**src/hdl/cihp_pkg.sv**
```systemverilog
// ----------------------------------------------------------------------------
// cihp_pkg
// Shared types and constants for the cache image header parser.
// ----------------------------------------------------------------------------
package cihp_pkg;

   localparam int MAGIC_BYTES_DEF = 8;
   localparam int COUNT_BITS_DEF  = 16;
   localparam int NUM_STRINGS     = 5;
   localparam int CSR_IDX_W       = 2;
   localparam int CSR_DATA_W      = 64;

   localparam logic [1:0] KIND_DATA    = 2'd0;
   localparam logic [1:0] KIND_END     = 2'd1;
   localparam logic [1:0] KIND_RESTART = 2'd2;

   localparam logic [CSR_IDX_W-1:0] CSR_MAGIC    = 2'd0;
   localparam logic [CSR_IDX_W-1:0] CSR_MARK     = 2'd1;
   localparam logic [CSR_IDX_W-1:0] CSR_MIN_VER  = 2'd2;
   localparam logic [CSR_IDX_W-1:0] CSR_CHK_TAG  = 2'd3;

   localparam logic [4:0] FC_VERSION  = 5'd0;
   localparam logic [4:0] FC_PTR      = 5'd1;
   localparam logic [4:0] FC_STRING0  = 5'd2;
   localparam logic [4:0] FC_IMAGE    = 5'd7;
   localparam logic [4:0] FC_CHECKSUM = 5'd8;
   localparam logic [4:0] FC_DSTART   = 5'd9;
   localparam logic [4:0] FC_DEND     = 5'd10;
   localparam logic [4:0] FC_FLAGS    = 5'd11;
   localparam logic [4:0] FC_NAME     = 5'd12;
   localparam logic [4:0] FC_UUIDHI   = 5'd13;
   localparam logic [4:0] FC_UUIDLO   = 5'd14;
   localparam logic [4:0] FC_BUILDHI  = 5'd15;
   localparam logic [4:0] FC_BUILDLO  = 5'd16;
   localparam logic [4:0] FC_DEPLEN   = 5'd17;
   localparam logic [4:0] FC_DONE     = 5'd18;
   localparam logic [4:0] FC_ERROR    = 5'd19;

   localparam logic [2:0] ST_OK        = 3'd0;
   localparam logic [2:0] ST_TRUNC     = 3'd1;
   localparam logic [2:0] ST_BAD_MAGIC = 3'd2;
   localparam logic [2:0] ST_BAD_MARK  = 3'd3;
   localparam logic [2:0] ST_BAD_NAME  = 3'd4;
   localparam logic [2:0] ST_VAL_FAIL  = 3'd5;

   typedef struct packed {
      logic [4:0]  field_code;
      logic [63:0] field_value;
      logic [62:0] field_offset;
      logic [15:0] module_number;
      logic        list_select;
      logic        string_last;
      logic [2:0]  status;
   } rsp_word_type;

   typedef struct packed {
      logic [1:0]  kind;
      logic [7:0]  data_byte;
      logic [62:0] here;
   } tok_type;

   localparam int TOK_W = $bits(tok_type);
   localparam int RSP_W = $bits(rsp_word_type);

endpackage

```
**src/hdl/cihp_front.sv**
```systemverilog
// ----------------------------------------------------------------------------
// cihp_front
// Accepts words, drops unused kinds, stamps each data byte with its position.
// ----------------------------------------------------------------------------
module cihp_front (
   input  logic       clock,
   input  logic       reset,
   input  logic       req_valid,
   output logic       req_ready,
   input  logic [1:0] req_kind,
   input  logic [7:0] req_data_byte,
   output logic       tok_valid,
   input  logic       tok_ready,
   output cihp_pkg::tok_type tok
);
   logic [62:0] pos_ff, pos_in;
   logic        acc;
   logic        keep;

   // stamping and dropping happens here, queue follows
   assign req_ready = tok_ready;
   assign acc       = req_valid && req_ready;
   assign keep      = req_kind != 2'd3;

   assign tok_valid      = req_valid && keep;
   assign tok.kind       = req_kind;
   assign tok.data_byte  = req_data_byte;
   assign tok.here       = pos_ff;

   always_comb begin
      pos_in = pos_ff;
      if (acc && req_kind == cihp_pkg::KIND_RESTART) begin
         pos_in = '0;
      end else if (acc && req_kind == cihp_pkg::KIND_DATA) begin
         pos_in = pos_ff + 63'd1;
      end
   end

   always_ff @(posedge clock) begin
      if (reset) pos_ff <= '0;
      else       pos_ff <= pos_in;
   end
endmodule

```
**src/hdl/cihp_queue.sv**
```systemverilog
// ----------------------------------------------------------------------------
// cihp_queue
// Two-entry word queue between the front and back parts.
// ----------------------------------------------------------------------------
module cihp_queue #(
   parameter int W = 8
) (
   input  logic         clock,
   input  logic         reset,
   input  logic         in_valid,
   output logic         in_ready,
   input  logic [W-1:0] in_data,
   output logic         out_valid,
   input  logic         out_ready,
   output logic [W-1:0] out_data
);
   logic [W-1:0] mem_ff [2];
   logic         wr_ff, rd_ff;
   logic [1:0]   cnt_ff;
   logic         push, pop;

   assign in_ready  = cnt_ff != 2'd2;
   assign out_valid = cnt_ff != 2'd0;
   assign out_data  = mem_ff[rd_ff];
   assign push      = in_valid && in_ready;
   assign pop       = out_valid && out_ready;

   always_ff @(posedge clock) begin
      if (push) mem_ff[wr_ff] <= in_data;
   end

   always_ff @(posedge clock) begin
      if (reset) begin
         wr_ff  <= 1'b0;
         rd_ff  <= 1'b0;
         cnt_ff <= 2'd0;
      end else begin
         if (push) wr_ff <= ~wr_ff;
         if (pop)  rd_ff <= ~rd_ff;
         cnt_ff <= cnt_ff + {1'b0, push} - {1'b0, pop};
      end
   end

   assert property (@(posedge clock) disable iff (reset) cnt_ff != 2'd3)
      else $error("queue count out of range");
   assert property (@(posedge clock) disable iff (reset)
      (cnt_ff == 2'd2 && !out_ready) |=> cnt_ff == 2'd2)
      else $error("full queue lost a word");
   assert property (@(posedge clock) disable iff (reset)
      (cnt_ff == 2'd0 && !in_valid) |=> cnt_ff == 2'd0)
      else $error("empty queue invented a word");
endmodule

```
**src/hdl/cihp_back.sv**
```systemverilog
// ----------------------------------------------------------------------------
// cihp_back
// Header field state machine; emits result words for finished fields, for each string and name byte, and on errors.
// ----------------------------------------------------------------------------
module cihp_back #(
   parameter int MAGIC_BYTES = cihp_pkg::MAGIC_BYTES_DEF,
   parameter int COUNT_BITS  = cihp_pkg::COUNT_BITS_DEF
) (
   input  logic        clock,
   input  logic        reset,
   input  logic        tok_valid,
   output logic        tok_ready,
   input  cihp_pkg::tok_type tok,
   input  logic [63:0] magic_word,
   input  logic [15:0] order_mark,
   input  logic [15:0] min_version,
   input  logic [31:0] checksum_tag,
   output logic        rsp_valid,
   input  logic        rsp_ready,
   output cihp_pkg::rsp_word_type rsp
);
   typedef enum logic [19:0] {
      PH_MAGIC    = 20'h00001, PH_VERSION = 20'h00002, PH_MARK   = 20'h00004,
      PH_PTR      = 20'h00008, PH_STRING  = 20'h00010, PH_IMAGE  = 20'h00020,
      PH_CHECKSUM = 20'h00040, PH_DSTART  = 20'h00080, PH_DEND   = 20'h00100,
      PH_FLAGS    = 20'h00200, PH_NAMELEN = 20'h00400, PH_NAME   = 20'h00800,
      PH_UUIDHI   = 20'h01000, PH_UUIDLO  = 20'h02000, PH_BUILDHI = 20'h04000,
      PH_BUILDLO  = 20'h08000, PH_DEPLEN  = 20'h10000, PH_DEPSKIP = 20'h20000,
      PH_DONE     = 20'h40000, PH_HALT    = 20'h80000
   } phase_type;

   localparam logic [63:0] MAGIC_MASK = {64{1'b1}} >> (64 - 8 * MAGIC_BYTES);
   localparam logic [COUNT_BITS-1:0] CNT_MAX = {COUNT_BITS{1'b1}};

   phase_type   phase_ff, phase_in;
   logic [3:0]  bif_ff, bif_in;
   logic [63:0] val_ff, val_in;
   logic [62:0] start_ff, start_in;
   logic [2:0]  strn_ff, strn_in;
   logic [30:0] nrem_ff, nrem_in;
   logic [63:0] skip_ff, skip_in;
   logic [COUNT_BITS-1:0] cnt_ff, cnt_in;
   logic        req_ff, req_in;
   logic        img_ff, img_in;
   logic        vbad_ff, vbad_in;
   logic        ov_ff;
   cihp_pkg::rsp_word_type ow_ff;

   logic        take, emit;
   cihp_pkg::rsp_word_type w;
   logic [63:0] v;
   logic [62:0] st;
   logic [3:0]  nbytes, bif_nx;
   logic [30:0] nrem_dec;
   logic [63:0] skip_dec;
   logic [15:0] modnum;

   assign tok_ready = !ov_ff || rsp_ready;
   assign take      = tok_valid && tok_ready;
   assign rsp_valid = ov_ff;
   assign rsp       = ow_ff;
   assign modnum    = 16'(cnt_ff);

   always_comb begin
      unique case (phase_ff)
         PH_MAGIC:                    nbytes = 4'(MAGIC_BYTES);
         PH_VERSION, PH_MARK:         nbytes = 4'd2;
         PH_PTR, PH_IMAGE, PH_FLAGS:  nbytes = 4'd1;
         PH_NAMELEN:                  nbytes = 4'd4;
         default:                     nbytes = 4'd8;
      endcase
   end

   always_comb begin
      phase_in = phase_ff; bif_in = bif_ff; val_in = val_ff; start_in = start_ff;
      strn_in = strn_ff; nrem_in = nrem_ff; skip_in = skip_ff; cnt_in = cnt_ff;
      req_in = req_ff; img_in = img_ff; vbad_in = vbad_ff;
      emit = 1'b0;
      w = '0;
      v = val_ff;
      st = start_ff;
      bif_nx = bif_ff + 4'd1;
      nrem_dec = (nrem_ff != '0) ? nrem_ff - 31'd1 : nrem_ff;
      skip_dec = (skip_ff != '0) ? skip_ff - 64'd1 : skip_ff;
      if (bif_ff == 4'd0) begin
         st = tok.here;
         v  = 64'(tok.data_byte);
      end else begin
         v = val_ff | (64'(tok.data_byte) << {bif_ff[2:0], 3'b000});
      end
      if (take) begin
         priority if (tok.kind == cihp_pkg::KIND_RESTART) begin
            phase_in = PH_MAGIC; bif_in = '0; val_in = '0; start_in = '0;
            strn_in = '0; nrem_in = '0; skip_in = '0; cnt_in = '0;
            req_in = 1'b0; img_in = 1'b0; vbad_in = 1'b0;
         end else if (phase_ff == PH_DONE || phase_ff == PH_HALT) begin
         end else if (tok.kind == cihp_pkg::KIND_END) begin
            emit = 1'b1; phase_in = PH_HALT;
            w.field_code = cihp_pkg::FC_ERROR; w.field_offset = tok.here;
            w.status = cihp_pkg::ST_TRUNC;
         end else if (phase_ff == PH_STRING) begin
            emit = 1'b1;
            w.field_code = cihp_pkg::FC_STRING0 + 5'(strn_ff);
            w.field_value = 64'(tok.data_byte);
            w.field_offset = tok.here;
            if (tok.data_byte == 8'd0) begin
               w.string_last = 1'b1;
               if (strn_ff == 3'(cihp_pkg::NUM_STRINGS - 1)) begin
                  strn_in = '0; phase_in = PH_IMAGE;
               end else begin
                  strn_in = strn_ff + 3'd1;
               end
            end
         end else if (phase_ff == PH_NAME) begin
            emit = 1'b1; nrem_in = nrem_dec;
            w.field_code = cihp_pkg::FC_NAME; w.field_value = 64'(tok.data_byte);
            w.field_offset = tok.here; w.module_number = modnum; w.list_select = req_ff;
            w.string_last = nrem_dec == '0;
            if (nrem_dec == '0) phase_in = PH_UUIDHI;
         end else if (phase_ff == PH_DEPSKIP) begin
            skip_in = skip_dec;
            if (skip_dec == '0) begin
               emit = 1'b1; req_in = 1'b1; cnt_in = '0; phase_in = PH_NAMELEN;
               w.field_code = cihp_pkg::FC_DEPLEN; w.field_value = val_ff + 64'd8;
               w.field_offset = start_ff;
            end
         end else begin
            val_in = v; start_in = st;
            if (bif_nx < nbytes) begin
               bif_in = bif_nx;
            end else begin
               bif_in = '0;
               w.field_value = v; w.field_offset = st;
               unique case (phase_ff)
                  PH_MAGIC: begin
                     if (v != (magic_word & MAGIC_MASK)) begin
                        emit = 1'b1; phase_in = PH_HALT; w.field_value = '0;
                        w.field_code = cihp_pkg::FC_ERROR; w.status = cihp_pkg::ST_BAD_MAGIC;
                     end else phase_in = PH_VERSION;
                  end
                  PH_VERSION: begin
                     if (v[15:0] < min_version) vbad_in = 1'b1;
                     phase_in = PH_MARK; emit = 1'b1; w.field_code = cihp_pkg::FC_VERSION;
                  end
                  PH_MARK: begin
                     if (v[15:0] != order_mark) begin
                        emit = 1'b1; phase_in = PH_HALT; w.field_value = '0;
                        w.field_code = cihp_pkg::FC_ERROR; w.status = cihp_pkg::ST_BAD_MARK;
                     end else phase_in = PH_PTR;
                  end
                  PH_PTR: begin
                     phase_in = PH_STRING; strn_in = '0;
                     emit = 1'b1; w.field_code = cihp_pkg::FC_PTR;
                  end
                  PH_IMAGE: begin
                     img_in = v != '0; phase_in = PH_CHECKSUM;
                     emit = 1'b1; w.field_code = cihp_pkg::FC_IMAGE;
                  end
                  PH_CHECKSUM: begin
                     if (v[63:32] != '0 && v[63:32] != checksum_tag) vbad_in = 1'b1;
                     phase_in = PH_DSTART; emit = 1'b1; w.field_code = cihp_pkg::FC_CHECKSUM;
                  end
                  PH_DSTART: begin
                     phase_in = PH_DEND; emit = 1'b1; w.field_code = cihp_pkg::FC_DSTART;
                  end
                  PH_DEND: begin
                     phase_in = PH_FLAGS; emit = 1'b1; w.field_code = cihp_pkg::FC_DEND;
                  end
                  PH_FLAGS: begin
                     req_in = img_ff; cnt_in = '0; phase_in = PH_NAMELEN;
                     emit = 1'b1; w.field_code = cihp_pkg::FC_FLAGS;
                  end
                  PH_NAMELEN: begin
                     priority if (v[31:0] == '0) begin
                        if (!req_ff) phase_in = PH_DEPLEN;
                        else begin
                           phase_in = PH_DONE; emit = 1'b1;
                           w.field_code = cihp_pkg::FC_DONE;
                           w.field_value = 64'(cnt_ff); w.list_select = 1'b1;
                           w.status = vbad_ff ? cihp_pkg::ST_VAL_FAIL : cihp_pkg::ST_OK;
                        end
                     end else if (v[31]) begin
                        emit = 1'b1; phase_in = PH_HALT; w.field_value = '0;
                        w.field_code = cihp_pkg::FC_ERROR; w.status = cihp_pkg::ST_BAD_NAME;
                     end else begin
                        nrem_in = v[30:0]; phase_in = PH_NAME;
                     end
                  end
                  PH_UUIDHI: begin
                     phase_in = PH_UUIDLO; emit = 1'b1; w.field_code = cihp_pkg::FC_UUIDHI;
                     w.module_number = modnum; w.list_select = req_ff;
                  end
                  PH_UUIDLO: begin
                     phase_in = req_ff ? PH_BUILDHI : PH_BUILDLO;
                     emit = 1'b1; w.field_code = cihp_pkg::FC_UUIDLO;
                     w.module_number = modnum; w.list_select = req_ff;
                  end
                  PH_BUILDHI: begin
                     phase_in = PH_BUILDLO; emit = 1'b1; w.field_code = cihp_pkg::FC_BUILDHI;
                     w.module_number = modnum; w.list_select = req_ff;
                  end
                  PH_BUILDLO: begin
                     emit = 1'b1; w.field_code = cihp_pkg::FC_BUILDLO;
                     w.module_number = modnum; w.list_select = req_ff;
                     if (cnt_ff != CNT_MAX) cnt_in = cnt_ff + 1'b1;
                     phase_in = PH_NAMELEN;
                  end
                  PH_DEPLEN: begin
                     if (v == '0) begin
                        req_in = 1'b1; cnt_in = '0; phase_in = PH_NAMELEN;
                        emit = 1'b1; w.field_code = cihp_pkg::FC_DEPLEN;
                        w.field_value = 64'd8;
                     end else begin
                        skip_in = v; phase_in = PH_DEPSKIP;
                     end
                  end
                  default: phase_in = PH_HALT;
               endcase
            end
         end
      end
   end

   always_ff @(posedge clock) begin
      if (reset) begin
         phase_ff <= PH_MAGIC; bif_ff <= '0; val_ff <= '0; start_ff <= '0;
         strn_ff <= '0; nrem_ff <= '0; skip_ff <= '0; cnt_ff <= '0;
         req_ff <= 1'b0; img_ff <= 1'b0; vbad_ff <= 1'b0; ov_ff <= 1'b0;
      end else begin
         phase_ff <= phase_in; bif_ff <= bif_in; val_ff <= val_in; start_ff <= start_in;
         strn_ff <= strn_in; nrem_ff <= nrem_in; skip_ff <= skip_in; cnt_ff <= cnt_in;
         req_ff <= req_in; img_ff <= img_in; vbad_ff <= vbad_in;
         if (take) ov_ff <= emit;
         else if (rsp_ready) ov_ff <= 1'b0;
      end
   end

   always_ff @(posedge clock) begin
      if (take && emit) ow_ff <= w;
   end

   assert property (@(posedge clock) disable iff (reset)
      (rsp_valid && !rsp_ready) |=> (rsp_valid && $stable(rsp)))
      else $error("result word changed while stalled");
   assert property (@(posedge clock) disable iff (reset)
      (rsp_valid && rsp.status != cihp_pkg::ST_OK) |->
      (rsp.field_code == cihp_pkg::FC_DONE || rsp.field_code == cihp_pkg::FC_ERROR))
      else $error("status on a plain field");
   assert property (@(posedge clock) disable iff (reset)
      (take && emit && w.field_code == cihp_pkg::FC_ERROR) |=> phase_ff == PH_HALT)
      else $error("error did not halt parsing");
endmodule

```
**src/hdl/cache_image_header_parser_unit.sv**
```systemverilog
// Path: an accepted word is registered in the two-entry queue, and its result in the output register.
// Throughput: one word per cycle while the result side does not stall; the two-entry queue
// and the output register let front and back stall independently.
// Reset: synchronous, active high; clears parse state and restores the
// register defaults (magic 0, order mark 0xFEFF, min version 0, tag 0).
// ----------------------------------------------------------------------------
// cache_image_header_parser_unit
// Parses a cache image header byte stream into field result words.
// ----------------------------------------------------------------------------
module cache_image_header_parser_unit #(
   parameter int MAGIC_BYTES = cihp_pkg::MAGIC_BYTES_DEF,
   parameter int COUNT_BITS  = cihp_pkg::COUNT_BITS_DEF
) (
   input  logic        clock,
   input  logic        reset,
   input  logic        req_valid,
   output logic        req_ready,
   input  logic [1:0]  req_kind,
   input  logic [7:0]  req_data_byte,
   output logic        rsp_valid,
   input  logic        rsp_ready,
   output logic [4:0]  rsp_field_code,
   output logic [63:0] rsp_field_value,
   output logic [62:0] rsp_field_offset,
   output logic [15:0] rsp_module_number,
   output logic        rsp_list_select,
   output logic        rsp_string_last,
   output logic [2:0]  rsp_status,
   input  logic        csr_we,
   input  logic [cihp_pkg::CSR_IDX_W-1:0]  csr_index,
   input  logic [cihp_pkg::CSR_DATA_W-1:0] csr_wdata
);
   logic [63:0] magic_ff;
   logic [15:0] mark_ff, minv_ff;
   logic [31:0] tag_ff;

   always_ff @(posedge clock) begin
      if (reset) begin
         magic_ff <= '0; mark_ff <= 16'hFEFF; minv_ff <= '0; tag_ff <= '0;
      end else if (csr_we) begin
         unique case (csr_index)
            cihp_pkg::CSR_MAGIC:   magic_ff <= csr_wdata;
            cihp_pkg::CSR_MARK:    mark_ff  <= csr_wdata[15:0];
            cihp_pkg::CSR_MIN_VER: minv_ff  <= csr_wdata[15:0];
            cihp_pkg::CSR_CHK_TAG: tag_ff   <= csr_wdata[31:0];
            default: ;
         endcase
      end
   end

   logic              f_valid, f_ready, b_valid, b_ready;
   cihp_pkg::tok_type f_tok, b_tok;
   cihp_pkg::rsp_word_type rw;

   cihp_front u_front (
      .clock, .reset, .req_valid, .req_ready, .req_kind, .req_data_byte,
      .tok_valid(f_valid), .tok_ready(f_ready), .tok(f_tok)
   );

   cihp_queue #(.W(cihp_pkg::TOK_W)) u_queue (
      .clock, .reset, .in_valid(f_valid), .in_ready(f_ready), .in_data(f_tok),
      .out_valid(b_valid), .out_ready(b_ready), .out_data(b_tok)
   );

   cihp_back #(.MAGIC_BYTES(MAGIC_BYTES), .COUNT_BITS(COUNT_BITS)) u_back (
      .clock, .reset, .tok_valid(b_valid), .tok_ready(b_ready), .tok(b_tok),
      .magic_word(magic_ff), .order_mark(mark_ff), .min_version(minv_ff),
      .checksum_tag(tag_ff), .rsp_valid, .rsp_ready, .rsp(rw)
   );

   assign rsp_field_code    = rw.field_code;
   assign rsp_field_value   = rw.field_value;
   assign rsp_field_offset  = rw.field_offset;
   assign rsp_module_number = rw.module_number;
   assign rsp_list_select   = rw.list_select;
   assign rsp_string_last   = rw.string_last;
   assign rsp_status        = rw.status;
endmodule

```
**config.mk**
```make
export PLATFORM = sky130hd
export DESIGN_NAME = cache_image_header_parser_unit
export DESIGN_NICKNAME = d
export VERILOG_FILES = /design/src/hdl/cihp_pkg.sv /design/src/hdl/cihp_front.sv /design/src/hdl/cihp_queue.sv /design/src/hdl/cihp_back.sv /design/src/hdl/cache_image_header_parser_unit.sv
export SDC_FILE = /design/constraint.sdc
export NUM_CORES = 2
export LEC_CHECK = 0
export BUFFER_PORTS_ARGS = -buffer_cell sky130_fd_sc_hd__buf_2
export CAP_MARGIN = 20
export CORE_MARGIN = 4
export CORE_UTILIZATION = 50
export CTS_CLUSTER_DIAMETER = 30
export DETAILED_ROUTE_END_ITERATION = 12
export PLACE_DENSITY = 0.67
export SLEW_MARGIN = 20
export SYNTH_ARGS = -nofsm -noshare
export SYNTH_HDL_FRONTEND = slang
export SYNTH_SLANG_ARGS = --single-unit
```
**constraint.sdc**
```tcl
create_clock -name clock -period 13.4 [get_ports clock]
set_clock_uncertainty 0.15 [all_clocks]
set_input_delay 2.01 -clock clock [delete_from_list [all_inputs] [get_ports clock]]
set_output_delay 2.01 -clock clock [all_outputs]
set_load 0.02 [all_outputs]
```
==> run_results.csv <==
group,metric,value,unit
floorplanning,ios,236,
floorplanning,die_height,288,µm
critical_path,path_class,"register to register",
cts,cts.sinks,764,
yosys,yosysSeqAreaShare,46.8,%
cells_and_area,final_cells,5641,
drt,top_layer,"met5",
cts,cts_resized,0,
grt,grt-ovfl-total,0,
yosys,synthAdderAreaFrac,1.06,%
drt,wl_met3,14200,µm
grt,grt_max_degree,100,
critical_path,worstSetupStartpointType,"register",
power,p_switching,0.00324,W
cells_and_area,layout_commonest_cell,"nor2_1",
yosys,async_flop_share,0,%
yosys,syn_inst,4274,
sta,finalSetupTns,0,ps
yosys,yosysWarnings,0,
placement,routabilityCongestion,1.02,
drt,dr_total_vias,35819,
cts,cts_setup_buffers,0,
drt,detail_route.iter0.violations,4408,
cells_and_area,final_cell_mix,"nor2_1, dfxtp_1, nand2_1",
sta,tightest_slew,1160,ps
placement,dp_hpwl,96700,µm
cts,hold_buffers,0,
yosys,syn_nets,4388,
cts,clk_latency,760,ps
floorplanning,core_area,77500,µm²
cts,clk_pin_slew_worst_paths,50,ps
yosys,ys_ff_latch,764,
cts,htree_levels,4,
cts,clk_path_buf_depth,3,
power,p_leak,16.8,nW
grt,grt_pass1_vias,33397,
run_status,outcome,"completed",
drt,drt-wirelength-per-cell,24.8,µm
sta,finalHoldViolCount,0,
floorplanning,initial_utilization,50.5,%
floorplanning,die_width,288,µm
placement,post-place-cells,5326,
floorplanning,die-area,82700,µm²
sta,final_max_slew_viol_count,0,
flow_run,cap_violations,0,
drt,drt_first_pass_iters,6,
yosys,synth_compound_area_share,18.2,%
sta,max_slew_margin,22.7,%
drt,drt_wl_total,140000,µm
power,p_clk_share,43.8,%
sta,finalSetupViolCount,0,
power,power.internal,0.00612,W
drt,wl_met1,56200,µm
critical_path,worstPathMaxFanout,65,
cells_and_area,layout-drive-gt1-share,17.3,%
sta,rsz0062_at_grt,"no",
yosys,yosys.area_share.simple,22.2,%
drt,wl_met2,62500,µm
power,power_density,201,nW/µm²
yosys,synth_top_family_by_area,"simple AND/OR/NAND/NOR gates",
cells_and_area,area_growth_syn_to_layout,19.4,%
grt,antenna_found_initial,25,
power,seqPwrFrac,29.8,%
yosys,syn-cell-area,39100,µm²
drt,drtAntennaViolNets,0,
floorplanning,rows,102,
yosys,synth-xor-area-share,5.15,%
grt,grt_use_total,32.8,%
placement,numPortBuffers,235,
critical_path,cp.arrival,6810,ps
yosys,ys.flop_type,"dfxtp_1",
grt,grt_pass1_wl,208000,µm
critical_path,crit_path_end_kind,"register",
cts,cts_root_buf,"clkbuf_16",
yosys,avgSynthCellArea,9.15,µm²
power,ir_worst_vdd,0.208,mV
yosys,synth_cell_type_count,108,
min_path,hp-class,"register to register",
yosys,muxShareOfSynthArea,2.57,%
sta,fin_crit_sh,49.2,%
yosys,synth_edf_count,299,
drt,drcViolationCount,0,
cts,tritoncts,"yes",
drt,viasPerCell,6.35,
power,switching_share,34.6,%
cells_and_area,fin_nets,4564,
sta,period_needed,6590,ps
cts,cts_inserted_buffers,160,
power,combPwrFrac,26.4,%
critical_path,required,13620,ps
sta,fmax,0.152,GHz
==> kinds of logic (layout without fill, tap and decap cells) <==
| family | Yosys count | after routing |
|---|---|---|
| xor+xnor | 229 | 229 |
| fa+ha+maj | 33 | 33 |
| other cells | 0 | 15 |
| flops | 764 | 764 |
| mux | 91 | 91 |
| buf+inv | 362 | 674 |
| compound gates | 1034 | 1034 |
| simple gates | 1761 | 1761 |
==> path summary, 6_finish.rpt <==
kind                                       start        endpoint  cells after the start  slack, ps
worst min register to register        minv_ff[8]      minv_ff[8]                      2        300
worst max register to register  u_back.bif_ff[0]  u_back.rsp[74]                     15       6810
worst min-delay path                  minv_ff[8]      minv_ff[8]                      2        300
worst max-delay path            u_back.bif_ff[0]  u_back.rsp[74]                     15       6810
==> routing by layer <==
layer / track usage, % / vias up
li1: - / 16156
met3: 7.76 / 425
met2: 50.2 / 1961
met5: 0 / -
met4: 15.3 / 14
met1: 43.9 / 17263
==> power by group through the flow <==
| stage | clock network [W] | logic, W | registers, W |
|---|---|---|---|
| 2_1_floorplan | 0 | 0.00158 | 0.00288 |
| 3_3_place_gp | 0 | 0.00239 | 0.00282 |
| 3_5_place_dp | 0 | 0.00239 | 0.00283 |
| 4_1_cts | 0.00414 | 0.00241 | 0.00279 |
| 5_1_grt | 0.00427 | 0.00261 | 0.00280 |
| 6_report | 0.00410 | 0.00247 | 0.00279 |
==> cell usage after synthesis (28+ instances only) <==
cell       number  share of area [%]
a22oi_1       124                2.4
o21ai_0       123                1.6
nand4_1        80                1.3
mux2_2         74                2.1
nor4_1         65                1.0
nand2_1       438                4.2
nand3_1       124                1.6
nor3_1        142                1.8
nor2_1        541                5.2
o22ai_2        39                1.2
a2111oi_0      43               0.96
or3_1          58               0.93
and2_1         34               0.54
or4_1          33               0.63
ha_1           33                1.1
a21oi_1       368                4.7
xnor2_1       117                2.6
nand2b_1       36               0.58
clkbuf_1      223                2.1
xor2_1        111                2.5
and3_1         55               0.88
inv_1          70               0.67
dfxtp_1       465                 24
edfxtp_1      299                 23
or2_2          28               0.45
a22o_1         81                1.8
==> per-stage QoR <==
stage	cell area [µm²]	setup WS (ps)	hold WS, ps	power, W	utilization [%]
6_report	46700	6810	303	0.00937	60.3
5_1_grt	46700	6450	322	0.00968	60.3
4_1_cts	46600	7010	302	0.00933	60.2
3_5_place_dp	40900	6990	297	0.00522	52.9
3_3_place_gp	40900	7090	293	0.00521	52.8
2_1_floorplan	39100	1770	284	0.00446	-
==> cell type report <==
| class | count | area, µm² |
|---|---|---|
| Clock inverter | 101 | 1380 |
| Timing Repair Buffer | 306 | 1720 |
| Clock buffer | 197 | 4320 |
| Multi-Input combinational cell | 3148 | 19400 |
| Fill cell | 6677 | 30800 |
| Tap cell | 1040 | 1300 |
| Sequential cell | 764 | 18300 |
| Antenna cell | 15 | 37.5 |
| Inverter | 70 | 263 |
==> critical path, stage by stage, from the launching register on <==
cell,delay [ps]
dfxtp_1,470
inv_1,160
ha_1,190
or3b_2,440
buf_4,330
nand2_1,140
a21boi_0,840
inv_1,430
xnor2_1,230
nand4_1,100
nor3_1,150
nor3_1,520
a211oi_1,170
a21o_1,250
a21oi_4,730
buf_4,810
==> state kept, by name, summed over array words and instances, names as in the netlist, 2 cells and up, named ones only <==
name	count
u_back.strn_ff	3
u_back.skip_ff	64
tag_ff	32
u_back.val_ff	64
magic_ff	64
u_back.bif_ff	4
u_back.cnt_ff	16
u_back.nrem_ff	31
u_back.start_ff	63
u_queue.mem_ff	146
u_front.pos_ff	63
minv_ff	16
u_queue.cnt_ff	2
mark_ff	16
u_back.phase_ff	20
u_back.rsp	153
No activity file was read; power rests on OpenSTA's default activity.
